File: config.mk
export PLATFORM = sky130hd
export DESIGN_NAME = command_framed_register_bank
export DESIGN_NICKNAME = d
export VERILOG_FILES = /design/src/rtl/cfrb_pkg.sv /design/src/rtl/command_framed_register_bank.sv /design/src/rtl/cfrb_decoder.sv
export SDC_FILE = /design/constraint.sdc
export NUM_CORES = 1
export LEC_CHECK = 0
export BUFFER_PORTS_ARGS = -buffer_cell sky130_fd_sc_hd__buf_2
export CAP_MARGIN = 10
export CORE_UTILIZATION = 51
export CTS_BUF_LIST = sky130_fd_sc_hd__clkbuf_4 sky130_fd_sc_hd__clkbuf_8
export DETAILED_ROUTE_END_ITERATION = 10
export PLACE_DENSITY_LB_ADDON = 0.12
export REMOVE_ABC_BUFFERS = 1
export SLEW_MARGIN = 20
export SYNTH_ARGS = -nofsm -noshare
export SYNTH_HDL_FRONTEND = slang
export SYNTH_SLANG_ARGS = --single-unit
File: constraint.sdc
create_clock -name aclk -period 2.7 [get_ports aclk]
set_input_delay 0.135 -clock aclk [delete_from_list [all_inputs] [get_ports aclk]]
set_output_delay 0.135 -clock aclk [all_outputs]
set_load 0.01 [all_outputs]
File: src/rtl/cfrb_pkg.sv
// ----------------------------------------------------------------------------
// cfrb_pkg
// Command codes, target select codes and decode types of the command-framed
// register bank.
// ----------------------------------------------------------------------------
package cfrb_pkg;

    localparam int BYTE_W = 8;

    // Command bytes, recognized only while waiting for a command
    localparam logic [BYTE_W-1:0] CMD_SET_SENSOR = 8'h84;
    localparam logic [BYTE_W-1:0] CMD_SET_WHEEL  = 8'h85;
    localparam logic [BYTE_W-1:0] CMD_SET_ARM    = 8'h86;
    localparam logic [BYTE_W-1:0] CMD_SET_TAG    = 8'hAB;
    localparam logic [BYTE_W-1:0] CMD_GET_WHEEL  = 8'h05;
    localparam logic [BYTE_W-1:0] CMD_GET_ARM    = 8'h06;

    localparam logic [BYTE_W-1:0] WHEEL_RESET = 8'hAA;

    typedef enum logic [2:0] {
        SEL_NONE   = 3'd0,
        SEL_SENSOR = 3'd1,
        SEL_ARM    = 3'd2,
        SEL_WHEEL  = 3'd3,
        SEL_TAG    = 3'd4
    } sel_t;

    // Actions taken on one accepted byte
    typedef struct packed {
        logic enter_payload;   // command selects a target, payload follows
        sel_t sel;             // target chosen by the command
        logic rd_wheel;        // return stored wheel byte
        logic rd_arm;          // return stored arm byte
        logic wr_sensor;
        logic wr_arm;
        logic wr_wheel;
        logic wr_tag;
        logic drop;            // payload with no target: back to command
    } dec_t;

endpackage

File: src/rtl/command_framed_register_bank.sv
// ----------------------------------------------------------------------------
// command_framed_register_bank
// Takes SPI slave bytes one per transfer. While waiting for a command, 0x84,
// 0x85 and 0x86 select the sensor, wheel or arm register for the next byte,
// 0xAB selects the tag store for the next TAG_LENGTH bytes, and 0x05 / 0x06
// return the stored wheel or arm byte as one result transfer; other bytes are
// ignored. After the payload the block waits for a command again. Each byte
// is handled in the cycle it is accepted and a read result appears on m_ in
// the next cycle, held in one output register; a new byte is taken every
// cycle unless a result sits in that register and m_ready is low. The wheel
// register resets to 0xAA, sensor and arm to 0; the tag store is not cleared.
// ----------------------------------------------------------------------------
module command_framed_register_bank #(
    parameter int TAG_LENGTH = 10
) (
    input  logic                        aclk,
    input  logic                        aresetn,
    input  logic                        s_valid,
    output logic                        s_ready,
    input  logic [cfrb_pkg::BYTE_W-1:0] s_rx_byte,
    output logic                        m_valid,
    input  logic                        m_ready,
    output logic [cfrb_pkg::BYTE_W-1:0] m_tx_byte
);
    import cfrb_pkg::*;

    localparam int IDX_W = (TAG_LENGTH > 1) ? $clog2(TAG_LENGTH) : 1;
    localparam logic [IDX_W-1:0] LAST_IDX = IDX_W'(TAG_LENGTH - 1);

    logic              awaiting_reg, awaiting_next;
    sel_t              target_reg, target_next;
    logic [BYTE_W-1:0] sensor_reg, sensor_next;
    logic [BYTE_W-1:0] arm_reg, arm_next;
    logic [BYTE_W-1:0] wheel_reg, wheel_next;
    logic [IDX_W-1:0]  tag_index_reg, tag_index_next;
    logic [BYTE_W-1:0] tag_reg [TAG_LENGTH];
    logic              out_valid_reg, out_valid_next;
    logic [BYTE_W-1:0] tx_reg, tx_next;

    logic accept;
    logic tag_last;
    dec_t dec;

    assign s_ready   = !out_valid_reg || m_ready;
    assign accept    = s_valid && s_ready;
    assign m_valid   = out_valid_reg;
    assign m_tx_byte = tx_reg;

    cfrb_decoder u_decoder (
        .rx_byte          (s_rx_byte),
        .awaiting_command (awaiting_reg),
        .target_select    (target_reg),
        .dec              (dec)
    );

    assign tag_last = (tag_index_reg >= LAST_IDX);

    always_comb begin
        awaiting_next  = awaiting_reg;
        target_next    = target_reg;
        sensor_next    = sensor_reg;
        arm_next       = arm_reg;
        wheel_next     = wheel_reg;
        tag_index_next = tag_index_reg;
        out_valid_next = out_valid_reg && !m_ready;
        tx_next        = tx_reg;
        if (accept) begin
            if (dec.enter_payload) begin
                awaiting_next = 1'b0;
                target_next   = dec.sel;
            end
            if (dec.rd_wheel || dec.rd_arm) begin
                out_valid_next = 1'b1;
                tx_next        = dec.rd_wheel ? wheel_reg : arm_reg;
            end
            if (dec.wr_sensor) begin
                sensor_next = s_rx_byte;
            end
            if (dec.wr_arm) begin
                arm_next = s_rx_byte;
            end
            if (dec.wr_wheel) begin
                wheel_next = s_rx_byte;
            end
            if (dec.wr_sensor || dec.wr_arm || dec.wr_wheel || dec.drop) begin
                awaiting_next = 1'b1;
            end
            if (dec.wr_tag) begin
                if (tag_last) begin
                    tag_index_next = '0;
                    awaiting_next  = 1'b1;
                end else begin
                    tag_index_next = tag_index_reg + 1'b1;
                end
            end
        end
    end

    always_ff @(posedge aclk) begin
        if (!aresetn) begin
            awaiting_reg  <= 1'b1;
            target_reg    <= SEL_NONE;
            sensor_reg    <= '0;
            arm_reg       <= '0;
            wheel_reg     <= WHEEL_RESET;
            tag_index_reg <= '0;
            out_valid_reg <= 1'b0;
        end else begin
            awaiting_reg  <= awaiting_next;
            target_reg    <= target_next;
            sensor_reg    <= sensor_next;
            arm_reg       <= arm_next;
            wheel_reg     <= wheel_next;
            tag_index_reg <= tag_index_next;
            out_valid_reg <= out_valid_next;
        end
    end

    // Payload registers: no reset
    always_ff @(posedge aclk) begin
        tx_reg <= tx_next;
        if (accept && dec.wr_tag && (32'(tag_index_reg) < TAG_LENGTH)) begin
            tag_reg[tag_index_reg] <= s_rx_byte;
        end
    end

    // A result only appears after an accepted transfer
    assert property (@(posedge aclk) disable iff (!aresetn)
        $rose(out_valid_reg) |-> $past(accept))
        else $error("result appeared without an accepted transfer");

    // A payload phase always has a target
    assert property (@(posedge aclk) disable iff (!aresetn)
        !awaiting_reg |-> (target_reg != SEL_NONE))
        else $error("payload phase with no target selected");

    // Tag index stays in range and moves only during a tag payload
    assert property (@(posedge aclk) disable iff (!aresetn)
        (tag_index_reg != '0) |-> (!awaiting_reg && (target_reg == SEL_TAG)
            && (32'(tag_index_reg) < TAG_LENGTH)))
        else $error("tag index outside a tag payload");

endmodule

File: src/rtl/cfrb_decoder.sv
// ----------------------------------------------------------------------------
// cfrb_decoder
// Decodes one received byte against the current framing state into the set
// of register and result actions for that byte.
// ----------------------------------------------------------------------------
module cfrb_decoder (
    input  logic [cfrb_pkg::BYTE_W-1:0] rx_byte,
    input  logic                        awaiting_command,
    input  cfrb_pkg::sel_t              target_select,
    output cfrb_pkg::dec_t              dec
);
    import cfrb_pkg::*;

    always_comb begin
        dec = '0;
        dec.sel = SEL_NONE;
        if (awaiting_command) begin
            case (rx_byte)
                CMD_SET_SENSOR: begin
                    dec.enter_payload = 1'b1;
                    dec.sel           = SEL_SENSOR;
                end
                CMD_SET_WHEEL: begin
                    dec.enter_payload = 1'b1;
                    dec.sel           = SEL_WHEEL;
                end
                CMD_SET_ARM: begin
                    dec.enter_payload = 1'b1;
                    dec.sel           = SEL_ARM;
                end
                CMD_SET_TAG: begin
                    dec.enter_payload = 1'b1;
                    dec.sel           = SEL_TAG;
                end
                CMD_GET_WHEEL: dec.rd_wheel = 1'b1;
                CMD_GET_ARM:   dec.rd_arm   = 1'b1;
                default: ;
            endcase
        end else begin
            case (target_select)
                SEL_SENSOR: dec.wr_sensor = 1'b1;
                SEL_ARM:    dec.wr_arm    = 1'b1;
                SEL_WHEEL:  dec.wr_wheel  = 1'b1;
                SEL_TAG:    dec.wr_tag    = 1'b1;
                default:    dec.drop      = 1'b1;
            endcase
        end
    end

endmodule
==> results.md, run 1 <==
- Arrival time at the worst endpoint: 1.81 ns
- Die Span X: 56.0 microns
- Top-count cell post-synth: dfxtp_1
- Via count: between 1000 and 1500
- Row count: 19
- Initial DRC Count: 34
- Antenna diode count: 0
- Sequential power share: 62.2%
- RSZ-0062 raised after global routing: false
- Syn Area/Cell: 10.9 sq um
- Largest area contributor in the netlist: dfxtp_1
- CTS tree: yes
- CP Data Required Time: 2.75 ns
- Total Routed Length: 2.88 mm
- WL/cell: approximately 15 microns
- Grt total ovfl: 0
- Die ar.: 3140 sq um
- Worst-path cell chain: nor3b_4, nand2_1, nor4_2, buf_4
- Distinct cells, synth: 39
- H-tree levels: 2
- Largest net degree at the start of global routing: 16
- P_sw: approximately 180 uW
- Slowest-stage cell, CP: nor4_2
- Crit path capture: m_tx_byte[0]
- Max_cap viols: 0
- Slew Limit Fails: 0
- # setup viols final: 0
- Area contributors post-synth: dfxtp_1, edfxtp_1, mux2i_1
- Top delay family on crit path: simple AND/OR/NAND/NOR gates
- Cell count along the critical path: 4
- Clk sink count: 33
- Worst R2R Setup Slack: 0.94 ns
- Seq/Total Area, Yosys: 49.7%
- Overall power: just over 800 uW
- Sw frac: between 20% and 30%
- Area of the multi-input gates: slightly above 700 sq um
- Hold buffer count at cts: 0
- Reg2reg start: awaiting_reg
- Placed Instance Area: around 1600 sq um
- DRC viols: 0
- Post-synthesis register bit count: 33
- Cell Pwr Density: 480 nW/um^2
- Antenna viol nets, final: 0
- Gr usage total: 20.7%
- Vias in the first global route: 1127
- Design area: between 1500 and 2000 sq um
- Final core utilization: 61.3%
- Max VDD drop: 0.379 mV
- Tightest Hold Check Type: input pin to flop
- Critical path type: flop to flop
- Cell leakage power: 0.808 nW
- Hold Vio Cnt, Final: 0
- Clk_lat worst skew: 0.33 ns
- Post-CTS Setup Inserts: 0
- Clock power frac: approximately a third
- Crit path max fanout: 6
- WP buf/inv: 1
- Worst Setup Start Kind: flop
- Max frequency: between 0.5 and 0.6 GHz
- Antenna violations before repair: 0
- Worst Setup SP: awaiting_reg
- First-pass GRT wire length: 4.97 mm
- Post-CTS sizing: 0
- Crit end category: flop
- Routability cong.: 0.856
- TritonRoute pass-1 iters: 4
- Final setup skew: approximately 0.01 ns
- Warning count from the yosys run: 0
- Power share of the combinational group: 5.3%
- Starting Density: 54.0%
- Slew margin rel.: 66.5%
- Area Overhead vs Synth: 13.6%
- Clk pin slew, worst setup/hold paths: about 0.10 ns
- Final net count: 180
- Post-Syn Instances: about 140
- Fin crit period: between 1.5 and 2 ns
- Port Buf Inserts: 21
- Layout cells sized above 1: 30.1%
- Period utilization: 65.3%
- Post-synth EDFFs: 8
- Int Power: 629 uW
- Synth cell count leaders: dfxtp_1, mux2i_1, nor2_1
- Fill cells: 263
- Worst path max stage delay: 0.46 ns
- CTS Buffer Depth: 2
- Top Ports: 22
- Clock buffer count from CTS: 5
- Status: completed
- Die Span Y: about 56 microns
- Reg-to-Reg End: m_tx_byte[0]
- Slew @ Worst Pin: between 0.4 and 0.5 ns
- Vias per Instance: around 5.6
- CTS root buf: clkbuf_4
- Setup TNS Final: 0 ns
- Sequential cell area: 741 sq um
- Hold Path Cell Cnt: 2
- Synth Cell Area: 1490 sq um
- Dpl hpwl: 2.18 mm
- Async SR Flop Fraction: 0%
- Core area: 2760 sq um
- Share of Yosys cell area claimed by the top area cell type: about a third
- Synth Flop Type: dfxtp_1
- Worst reg2reg path depth: 4
logic make-up (layout without fill, tap and decap cells):
| kind of cell | after synthesis | count (layout) | share of synthesized area (%) |
|---|---|---|---|
| AND/OR/NAND/NOR | 52 | 52 | 20.1 |
| AO/OA/AOI/OAI | 17 | 17 | 7.82 |
| adder cells (fa/ha/maj) | 3 | 3 | 2.52 |
| flip-flops | 33 | 33 | 49.7 |
| XOR/XNOR | 1 | 1 | 0.588 |
| buffers and inverters | 7 | 36 | 2.44 |
| multiplexers | 24 | 24 | 16.8 |
cell type report:
class	count	share of cell area, %
Clock inverter	2	0.592
Clock buffer	6	2.66
Timing Repair Buffer	23	7.10
Tap cell	31	2.29
Inverter	5	1.11
Sequential cell	33	43.8
Multi-Input combinational cell	97	42.5
cells in the final DEF, fill, tap and decap left out, types with 3 or more instances in the layout:
cell / count
a21oi_1: 5
buf_2: 21
clkbuf_4: 6
dfxtp_1: 25
edfxtp_1: 8
ha_1: 3
inv_1: 3
mux2_2: 8
mux2i_1: 16
nand2_1: 14
nand3_1: 3
nand4_2: 3
nor2_1: 16
nor2b_1: 3
worst min-delay path by stage:
stage / slack (ns) / startpoint / endpoint
detailed placement: 0.41 / aresetn / wheel_reg[7]
global placement: 0.40 / aresetn / wheel_reg[7]
finish: 0.07 / aresetn / wheel_reg[3]
CTS: 0.06 / aresetn / wheel_reg[1]
floorplan: 0.20 / aresetn / wheel_reg[1]
global route: 0.05 / aresetn / wheel_reg[1]
worst register-to-register path, stage by stage (launching register included):
cell and delay, ns:
dfxtp_1 0.42, nor3b_4 0.27, nand2_1 0.10, nor4_2 0.46, buf_4 0.24
power by group through the flow:
stage / clock [mW] / sequential, mW / combinational [mW]
4_1_cts: 0.274 / 0.505 / 0.0431
6_report: 0.264 / 0.505 / 0.0430
3_3_place_gp: 0 / 0.517 / 0.0426
3_5_place_dp: 0 / 0.517 / 0.0430
2_1_floorplan: 0 / 0.517 / 0.0178
5_1_grt: 0.298 / 0.506 / 0.0470
stage by stage:
stage / std cells / hold slack, ns / setup slack (ns)
final: 197 / 0.0682 / 0.937
after global routing: 197 / 0.0477 / 0.825
after CTS: 197 / 0.0570 / 0.929
after detailed placement: 189 / 0.406 / 0.950
after global placement: 189 / 0.401 / 0.961
after floorplan: 135 / 0.197 / 0.608
layer usage:
metal | up-vias | global-route usage, % | share of wire, %
li1 | 553 | - | -
met3 | 8 | 5.12 | 4.0
met4 | 0 | 10.1 | 1.8
met2 | 24 | 33.8 | 50
met1 | 525 | 25.5 | 44
met5 | - | 0 | 0
Note: power is estimated with default switching activity, not from simulation.
==> run 2: changes to the inputs <==
clock period = 1.55 ns   (was 2.7 ns; I/O delays follow)
==> results.md, run 2 (same netlist as run 1, synthesis figures left out) <==
- Post-CTS Setup Inserts: 0 (unchanged)
- Top Ports: 22 (unchanged)
- DRC viols: 0 (unchanged)
- Grt total ovfl: 0 (unchanged)
- Via count: 1131 (+1.9%)
- Clk pin slew, worst setup/hold paths: 0.10 ns (about the same)
- Slew Limit Fails: 0 (unchanged)
- Die ar.: 3140 sq um (unchanged)
- Final core utilization: 64.9% (+3.5 points)
- Core area: 2760 sq um (unchanged)
- Status: completed
- Gr usage total: 21.9% (+1.2 points)
- Antenna viol nets, final: 0 (unchanged)
- Final setup skew: 0.00854 ns (-0.00147 ns)
- Port Buf Inserts: 21 (unchanged)
- TritonRoute pass-1 iters: 4 (unchanged)
- Starting Density: 54.0% (unchanged)
- Final net count: 186 (+3.3%)
- Placed Instance Area: 1680 sq um (+2.8%)
- Commonest non-fill, non-tap cell in the layout: dfxtp_1
- RSZ-0062 raised after global routing: true
- Design area: 1790 sq um (+5.8%)
- Clk sink count: 33 (unchanged)
- Period utilization: 96.6% (+31 points)
- Tightest Hold Check Type: input pin to flop
- Hold Path Cell Cnt: 3 (+1)
- Row count: 19 (unchanged)
- Max_cap viols: 0 (unchanged)
- Overall power: 1.43 mW (+77%)
- Clock buffer count from CTS: 5 (unchanged)
- Fin crit period: 1.50 ns (-0.266 ns)
- Routability cong.: 0.723 (-16%)
- Initial DRC Count: 31 (-8.8%)
- CTS Buffer Depth: 2 (unchanged)
- CP Data Required Time: 1.59 ns (-1.16 ns)
- Layout cells sized above 1: 36.6% (+6.5 points)
- Fill cells: 225 (-14%)
- Largest net degree at the start of global routing: 19 (+3)
- Crit end category: flop
- Dpl hpwl: 2.22 mm (+1.9%)
- Worst Setup Start Kind: flop
- Slew @ Worst Pin: 0.265 ns (-0.233 ns)
- # setup viols final: 0 (unchanged)
- CTS tree: yes
- Vias in the first global route: 1158 (+2.8%)
- Area of the multi-input gates: 768 sq um (+7.0%)
- Antenna diode count: 0 (unchanged)
- Area Overhead vs Synth: 20.2%
- Slew margin rel.: 82.2% (+16 points)
- Die Span Y: 56.0 microns (unchanged)
- H-tree levels: 2 (unchanged)
- Die Span X: 56.0 microns (unchanged)
- Hold Vio Cnt, Final: 0 (unchanged)
- Antenna violations before repair: 0 (unchanged)
- Vias per Instance: 5.57 (-1.1%)
- Arrival time at the worst endpoint: 1.54 ns (-0.27 ns)
- Total Routed Length: 3.10 mm (+7.6%)
- Max frequency: 0.668 GHz (+18%)
- Clk_lat worst skew: 0.33 ns (about the same)
- Cell Pwr Density: 802 nW/um^2 (+67%)
- Max VDD drop: 0.760 mV (+100%)
- First-pass GRT wire length: 5.24 mm (+5.4%)
- Worst reg2reg path depth: 4 (unchanged)
- Cell leakage power: 0.794 nW (-1.8%)
- CTS root buf: clkbuf_4
- Sequential cell area: 743 sq um (+0.34%)
- Critical path type: flop to flop
- WL/cell: 15.3 microns (+4.5%)
- Hold buffer count at cts: 0 (unchanged)
- Crit path max fanout: 9 (+3)
- Most frequent cells in the layout: dfxtp_1, buf_2, nor2_1, mux2i_1, nand2_1
## run 2: cell types whose count changed in the layout (fill, tap and decap cells not counted), moves of 2 or more
cell,change
buf_4,+6
dfxtp_1,-2
dfxtp_2,+2
nand4_2,-2
nand4_4,+2
## run 2: worst max-delay path, stage by stage, from the launching register on
cell and delay [ns]:
dfxtp_2 0.34, nor3b_4 0.24, nand2_1 0.10, nor4_2 0.28, buf_4 0.23
## run 2: cell type report
cell class / instances / share of cell area [%]
clock buffers: 6 / 2.52
clock inverters: 2 / 0.559
repair buffers: 29 / 9.23
flip-flops and latches: 33 / 41.5
well taps: 31 / 2.17
inverters: 5 / 1.05
multi-input cells: 97 / 42.9
## run 2: path summary, 6_finish.rpt
| kind | endpoint | slack, ns | from |
|---|---|---|---|
| worst min register to register | tag_index_reg[1] | 0.49 | tag_index_reg[1] |
| worst max-delay path | m_tx_byte[5] | 0.05 | awaiting_reg |
| worst max register to register | m_tx_byte[5] | 0.05 | awaiting_reg |
| worst min-delay path | wheel_reg[3] | 0.01 | s_rx_byte[3] |
## run 2: per-stage QoR
step / worst slack [ns] / std cells / setup TNS (ns) / hold slack (ns)
2_1_floorplan: -0.542 / 135 / -4.72 / 0.139
3_3_place_gp: 0.0227 / 195 / 0 / 0.345
3_5_place_dp: -0.0230 / 195 / -0.0230 / 0.358
4_1_cts: 0.000481 / 203 / 0 / 0.00162
5_1_grt: -0.0292 / 203 / -0.209 / 0.0149
6_report: 0.0532 / 203 / 0 / 0.0128
## run 2: where the power goes
part	switching, mW	total (mW)	internal [mW]
clock network	0.278	0.468	0.190
registers	0.00121	0.879	0.878
logic	0.0535	0.0869	0.0333
## run 2: layer usage
layer,wire length [microns],global-route usage (%)
met2,1610,36.9
met1,1330,26.2
met4,49,8.01
met3,111,6.98
met5,0,0
## run 2: timing repair
| item | CTS | global route |
|---|---|---|
| pin swaps | 0 | 1 |
| resized for setup | 1 | 11 |
| setup endpoints to repair | 1 | 31 |
